--- config.mk ---
export PLATFORM = sky130hd
export DESIGN_NAME = b58_cell
export DESIGN_NICKNAME = d
export VERILOG_FILES = /design/src/sv/b58_pkg.sv /design/src/sv/b58_cell.sv
export SDC_FILE = /design/constraint.sdc
export NUM_CORES = 1
export LEC_CHECK = 0
export BUFFER_PORTS_ARGS = -buffer_cell sky130_fd_sc_hd__buf_2
export CORE_AREA = 2 2 93 95
export CTS_CLUSTER_DIAMETER = 60
export DETAILED_ROUTE_END_ITERATION = 8
export DIE_AREA = 0 0 95 97
export HOLD_SLACK_MARGIN = 0.08
export PLACE_DENSITY = 0.8
export SLEW_MARGIN = 10
export SYNTH_ARGS = -nofsm -noshare
export SYNTH_HDL_FRONTEND = slang
export SYNTH_SLANG_ARGS = --single-unit
export TNS_END_PERCENT = 50
--- constraint.sdc ---
create_clock -name clk_i -period 6.8 [get_ports clk_i]
set_input_delay 0.34 -clock clk_i [delete_from_list [all_inputs] [get_ports clk_i]]
set_output_delay 0.34 -clock clk_i [all_outputs]
set_load 0.01 [all_outputs]
--- src/sv/b58_pkg.sv ---
`timescale 1ns / 1ps

package b58_pkg;

  localparam int unsigned BYTE_W      = 8;
  localparam int unsigned DIGIT_W     = 6;
  localparam int unsigned SYM_W       = 7;
  localparam int unsigned ACC_W       = DIGIT_W + BYTE_W;
  localparam int unsigned BASE        = 58;

  // Quotient by 58 as a multiply by a rounded-up reciprocal. It is exact for
  // every accumulator value up to 57 * 256 + 255.
  localparam int unsigned DIV58_MUL   = 18079;
  localparam int unsigned DIV58_SHIFT = 20;
  localparam int unsigned DIV58_MUL_W = 15;
  localparam int unsigned PROD_W      = ACC_W + DIV58_MUL_W;

  localparam logic [SYM_W-1:0] SYM_ONE = 7'd49;
  localparam logic [SYM_W-1:0] SYM_ERR = 7'd0;

  typedef enum logic [2:0] {
    CELL_HOLD  = 3'b001,
    CELL_MAC   = 3'b010,
    CELL_SHIFT = 3'b100
  } cell_op_e;

  typedef struct packed {
    logic               tok;
    logic [BYTE_W-1:0]  carry;
    logic [DIGIT_W-1:0] digit;
  } link_t;

  typedef enum logic [5:0] {
    ST_IDLE   = 6'b000001,
    ST_SWEEP  = 6'b000010,
    ST_ALIGN  = 6'b000100,
    ST_PREFIX = 6'b001000,
    ST_DIGITS = 6'b010000,
    ST_ERROR  = 6'b100000
  } state_e;

  function automatic logic [BYTE_W-1:0] b58_div58(input logic [ACC_W-1:0] v);
    logic [PROD_W-1:0] p;
    p = PROD_W'(v) * PROD_W'(DIV58_MUL);
    return p[DIV58_SHIFT +: BYTE_W];
  endfunction

  // Maps a digit to its character; the alphabet skips 0, I, O and l.
  function automatic logic [SYM_W-1:0] b58_char(input logic [DIGIT_W-1:0] d);
    logic [SYM_W-1:0] dx;
    dx = SYM_W'(d);
    if (d < 6'd9) begin
      return dx + 7'd49;
    end else if (d < 6'd17) begin
      return dx + 7'd56;
    end else if (d < 6'd22) begin
      return dx + 7'd57;
    end else if (d < 6'd33) begin
      return dx + 7'd58;
    end else if (d < 6'd44) begin
      return dx + 7'd64;
    end else begin
      return dx + 7'd65;
    end
  endfunction

endpackage

--- src/sv/b58_cell.sv ---
`timescale 1ns / 1ps

// One base-58 digit of the running value. A multiply-accumulate token walks
// up the row; during output the digits shift up one place per step.
module b58_cell #(
  parameter int unsigned CNT_W = 6,
  parameter int unsigned IDX   = 0
) (
  input  logic              clk_i,
  input  logic              rst_ni,
  input  b58_pkg::cell_op_e op_i,
  input  logic [CNT_W-1:0]  count_i,
  input  b58_pkg::link_t    link_i,
  output b58_pkg::link_t    link_o,
  output logic              grow_o
);

  logic                          tok_q, tok_d;
  logic [b58_pkg::BYTE_W-1:0]    carry_q, carry_d;
  logic [b58_pkg::DIGIT_W-1:0]   digit_q, digit_d;
  logic                          live;
  logic [b58_pkg::DIGIT_W-1:0]   digit_eff;
  logic [b58_pkg::ACC_W-1:0]     acc;
  logic [b58_pkg::BYTE_W-1:0]    quo;
  logic [b58_pkg::ACC_W-1:0]     prod;
  logic [b58_pkg::ACC_W-1:0]     rem;

  // Cells at or above the digit count hold stale data and count as zero.
  assign live      = CNT_W'(IDX) < count_i;
  assign digit_eff = live ? digit_q : '0;
  assign acc       = {digit_eff, link_i.carry};
  assign quo       = b58_pkg::b58_div58(acc);
  assign prod      = b58_pkg::ACC_W'(quo) * b58_pkg::ACC_W'(b58_pkg::BASE);
  assign rem       = acc - prod;

  assign grow_o = (op_i == b58_pkg::CELL_MAC) && link_i.tok && !live &&
                  (link_i.carry != '0);

  always_comb begin
    tok_d   = 1'b0;
    carry_d = carry_q;
    digit_d = digit_q;
    unique case (op_i)
      b58_pkg::CELL_MAC: begin
        tok_d = link_i.tok;
        if (link_i.tok) begin
          digit_d = rem[b58_pkg::DIGIT_W-1:0];
          carry_d = quo;
        end
      end
      b58_pkg::CELL_SHIFT: begin
        digit_d = link_i.digit;
      end
      b58_pkg::CELL_HOLD: begin
      end
      default: begin
      end
    endcase
  end

  always_ff @(posedge clk_i or negedge rst_ni) begin
    if (!rst_ni) begin
      tok_q <= 1'b0;
    end else begin
      tok_q <= tok_d;
    end
  end

  always_ff @(posedge clk_i) begin
    carry_q <= carry_d;
    digit_q <= digit_d;
  end

  assign link_o.tok   = tok_q;
  assign link_o.carry = carry_q;
  assign link_o.digit = digit_q;

endmodule

Word-level counts from Yosys, hierarchy flattened
Cells that the tools add are included.
{"block": "totals", "reg_bits": 15, "inputBits": 26, "out_inout_bits": 16, "word_cells": 22}
{"block": "op_classes", "addsub": 1, "mul": 2, "n_lt_le_gt_ge": 1, "eq_ne": 3, "muxes": 4, "reduce_logical": 8}
{"op": "$mul 14x15->28 const B", "count": 1}
{"op": "$mux 6", "count": 2}
{"op": "$pmux 6 s2", "count": 1}
{"op": "$mul 8x5->5 const B", "count": 1}
{"op": "$reduce_bool 8->1", "count": 1}
{"op": "$lt 1x6->1 const A", "count": 1}
{"op": "$sub 6x6->6", "count": 1}
{"op": "$reduce_and 2->1", "count": 2}
{"op": "$eq 3x2->1 const B", "count": 1}
{"op": "$eq 3x3->1 const B", "count": 1}
{"op": "$logic_and 1x1->1", "count": 3}
{"op": "$ne 2x2->1 const B", "count": 1}
{"op": "$reduce_bool 2->1", "count": 1}
{"op": "$logic_not 1->1", "count": 1}
{"op": "$mux 1", "count": 1}

Logic depth before layout (Yosys ltp)
{"block": "depth", "word_depth": 7, "ltp_mapped": 33, "ltp_nobuf": 33}

Worst setup path before layout
OpenSTA, ideal clock, no wires.
{"block": "synth_path", "path_type": "input -> register", "startpoint": "input count_i[5]", "endpoint": "register digit_q[5] (netlist bit), data pin", "setup_time_ns": 0.145, "t_arrival_ns": 7.676, "setup_slack_ns": -1.020, "cell_stages": 30, "n_path_buf": 0, "path_cell_list": "nor4_1 -> nand2_1 -> and2_1 -> fa_1 -> inv_1 -> ha_1 -> xnor2_1 -> fa_1 -> inv_1 -> fa_1 -> fa_1 -> fa_1 -> ha_1 -> nand4_2 -> o21bai_1 -> a211oi_1 -> o21ai_2 -> a21oi_1 -> inv_1 -> a21oi_1 -> xnor2_1 -> ha_1 -> ha_1 -> ha_1 -> inv_1 -> ha_1 -> a21oi_1 -> xnor2_1 -> xnor3_1 -> o21ai_1"}
{"block": "synth_between", "elab_chain_cells": 7}
{"item": "start, declared", "line_no": "b58_cell.sv:12", "text": "input logic [CNT_W-1:0] count_i,"}
{"item": "$lt 1x6->1", "line_no": "b58_cell.sv:29", "text": "assign live = CNT_W'(IDX) < count_i;"}
{"item": "$mux 6", "line_no": "b58_cell.sv:30", "text": "assign digit_eff = live ? digit_q : '0;"}
{"item": "$mul 14x15->28", "line_no": "b58_pkg.sv:44", "text": "p = PROD_W'(v) * PROD_W'(DIV58_MUL);"}
{"item": "$mul 8x5->5", "line_no": "b58_cell.sv:33", "text": "assign prod = b58_pkg::ACC_W'(quo) * b58_pkg::ACC_W'(b58_pkg::BASE);"}
{"item": "named net prod, one bit", "line_no": "b58_cell.sv:25", "text": "logic [b58_pkg::ACC_W-1:0] prod;"}
{"item": "$sub 6x6->6", "line_no": "b58_cell.sv:34", "text": "assign rem = acc - prod;"}
{"item": "$mux 6", "line_no": "b58_cell.sv:46", "text": "if (link_i.tok) begin"}
{"item": "$pmux 6 s2", "line_no": "b58_cell.sv:43", "text": "unique case (op_i)"}
{"item": "named net digit_d, one bit", "line_no": "b58_cell.sv:20", "text": "logic [b58_pkg::DIGIT_W-1:0] digit_q, digit_d;"}
{"item": "end signal, assigned", "line_no": "b58_cell.sv:71", "text": "digit_q <= digit_d;"}
{"item": "end, declared", "line_no": "b58_cell.sv:20"}
The timed path passes the listed nets, and every way through them passes these cells. The select of a mux whose other input is x is not followed.
A chain may end at the register's enable or synchronous reset.

Worst setup path in the final report
{"block": "layout_path", "startpoint": "input count_i[4]", "endpoint": "register digit_q[5] (netlist bit), data pin"}
Same word-level chain as after synthesis.

==> flow_metrics.tcl <==
set metrics [dict create \
    num_rows 33 \
    syn_area_um2 4532 \
    fin_cells 643 \
    placed_cells 631 \
    synth.avg_cell_area_um2 10.30 \
    path_common_cell "fa_2" \
    worst_slew_pin_slew_ns 0.7632 \
    core_um2 8134 \
    worstSetupPathType "input pin to register" \
    setup_violations 2 \
    ys_ff_latch 15 \
    required_ns 6.90 \
    post-dp-hpwl_um 9269 \
    cts_tree "built" \
    synth.top_cell.area_share_pct 36.17 \
    synth.distinct_cells 42 \
    skew_ns 0.007077 \
    synthTopCellsByCount "131 x ha_1, 119 x inv_1, 60 x fa_1" \
    status "complete, but fails checks" \
    maxSlewHeadroom_pct 48.90 \
    ys_seq_area_share_pct 9.829 \
    max_freq_mhz 138.1 \
    grt_max_degree 13 \
    syn2layout_area_growth_pct 23.55 \
    antenna_found_initial 0 \
    hold_viol 0 \
    rrSetupSlack_ns -0.31 \
    ys_warn_count 0 \
    fin_crit_sh_pct 106.5 \
    cts_sinks 15 \
    layout_min_cycle_time_ns 7.239 \
    fin_ws_ns -0.4386 \
    grt_first_pass_wirelength_um 18100 \
    synth_fp_nets 657 \
    min_path_type "input pin to register" \
    port_buffers 41 \
    yosysTopAreaCell "ha_1" \
    grt-ovfl-total 0 \
    drc_errors 0 \
    num_antenna_cells 0 \
    cts_made_buffers 3 \
    synth_flop_cell "edfxtp_1" \
    end_kind "register" \
    grt_pass1_vias 3739 \
    violations "negative setup slack" \
    die_w_um 95 \
    drive_above_1_share_pct 28.44 \
    start_util_pct 55.71 \
    cp.arrival_ns 7.34 \
    critPathMaxStageDelay_ns 0.58 \
    clockBufferDepth 2 \
    cts_root_buffer "clkbuf_8" \
    cp_slowest_cell "fa_2" \
    ys_async_sr_fraction_pct 6.667 \
    wirelength_um 10850 \
    worstSkewPairLatency_ns 0.25 \
    viasPerCell 5.285 \
    synth.most_common_cell "ha_1" \
    die_area_um2 9215 \
    cap_viol_max_count 0 \
    syn_inst 440 \
    wl_per_cell_um 16.88 \
    rsz0062_at_grt "true" \
    slew_viol_final 0 \
    startpoint_type "input pin" \
    path_clk_slew_ns 0.07 \
    cp_max_fo 5 \
    synth_area_leaders "ha_1 36%, fa_1 27%, inv_1 9.9%" \
    num_io_pins 42 \
    die_height_um 97 \
    h-tree-depth 1 \
    route.antenna.remaining_nets 0 \
    synth-edff-count 14 \
    place.gp.congestion 0.9106 \
    drtPass1Iterations 4 \
    grt.total_usage_pct 25.50 \
    dr.first_iter.drc_count 121 \
    final.setup.tns_ns -0.6445 \
    nNetsFinal 756 \
    vias 3398 \
]
metrics by stage:
| step | area, um^2 | setup WS (ns) | hold WS, ns | utilization (%) |
|---|---|---|---|---|
| after CTS | 5459 | -0.3264 | 0.3695 | 67.11 |
| after floorplan | 4626 | -0.2424 | 0.04441 | - |
| after global routing | 5599 | -0.6616 | 0.3957 | 68.84 |
| final | 5599 | -0.4386 | 0.3731 | 68.84 |
| after global placement | 5309 | -0.5083 | 0.1151 | 65.27 |
| after detailed placement | 5309 | -0.7610 | 0.1171 | 65.27 |
flip-flops by register name, summed over array words and instances, names as in the netlist:
register,cells
tok_q,1
digit_q,6
carry_q,8
cells in the final DEF (no fill, tap or decap), types with 5 or more instances in the layout:
cell / synthesis / routed
xnor2_2: 0 / 5
xnor2_1: 16 / 11
ha_4: 0 / 10
ha_1: 131 / 121
edfxtp_1: 14 / 14
a21o_1: 6 / 6
inv_1: 119 / 115
a21oi_1: 15 / 10
fa_2: 0 / 8
fa_1: 60 / 52
a21oi_2: 0 / 5
buf_4: 1 / 55
buf_2: 0 / 39
nand2_1: 15 / 14
final timing paths:
kind / from / endpoint / cells past startpoint
max: count_i[4] / digit_q[5]$_DFFE_PP_ / 30
min: link_i[2] / digit_q[2]$_DFFE_PP_ / 3
max reg2reg: digit_q[1]$_DFFE_PP_ / digit_q[5]$_DFFE_PP_ / 31
min reg2reg: digit_q[5]$_DFFE_PP_ / carry_q[7]$_DFFE_PP_ / 5
max in group asynchronous: rst_ni / tok_q$_DFF_PN0_ / 2
min in group asynchronous: rst_ni / tok_q$_DFF_PN0_ / 2
per-layer routing:
metal | wire, um | GRT usage, %
met5 | 0 | 0
met4 | 308 | 6.020
met3 | 411 | 3.505
met2 | 5711 | 45.17
met1 | 4419 | 32.53
area by class of cell:
type | instances | area [um^2]
fillers | 574 | 2535
multi-input cells | 303 | 3886
flip-flops and latches | 15 | 445.4
clock buffers | 3 | 41.29
repair buffers | 97 | 640.6
inverters | 119 | 449.2
well taps | 105 | 131.4
clock inverters | 1 | 5.005
cell families (layout without fill, tap and decap cells):
family                   count (synthesis)  count (layout)  share of synthesized area [%]
XOR/XNOR                                24              24                          5.356
AO/OA/AOI/OAI                           41              41                          5.991
flip-flops                              15              15                          9.829
multiplexers                             2               2                         0.4693
adder cells (fa/ha/maj)                191             191                          62.67
AND/OR/NAND/NOR                         44              45                          5.356
buffers and inverters                  123             220                          10.33
critical path: cells and delay by family:
| family | cells | cell delay (ns) |
|---|---|---|
| compound gates | 7 | 1.24 |
| xor+xnor | 6 | 1.13 |
| fa+ha+maj | 10 | 3.74 |
| buf+inv | 4 | 0.29 |
| simple gates | 3 | 0.61 |
repair_timing:
action	CTS	global route
endpoints found under the setup margin	2	3
pin swaps	19	23
resized for setup	6	18
cloned	1	0
hold buffers	1	0
endpoints found under the hold margin	1	0
setup buffers	4	2
Power is not shown: default switching activity piles up to over one toggle a cycle in this logic, so the estimate is an artifact.
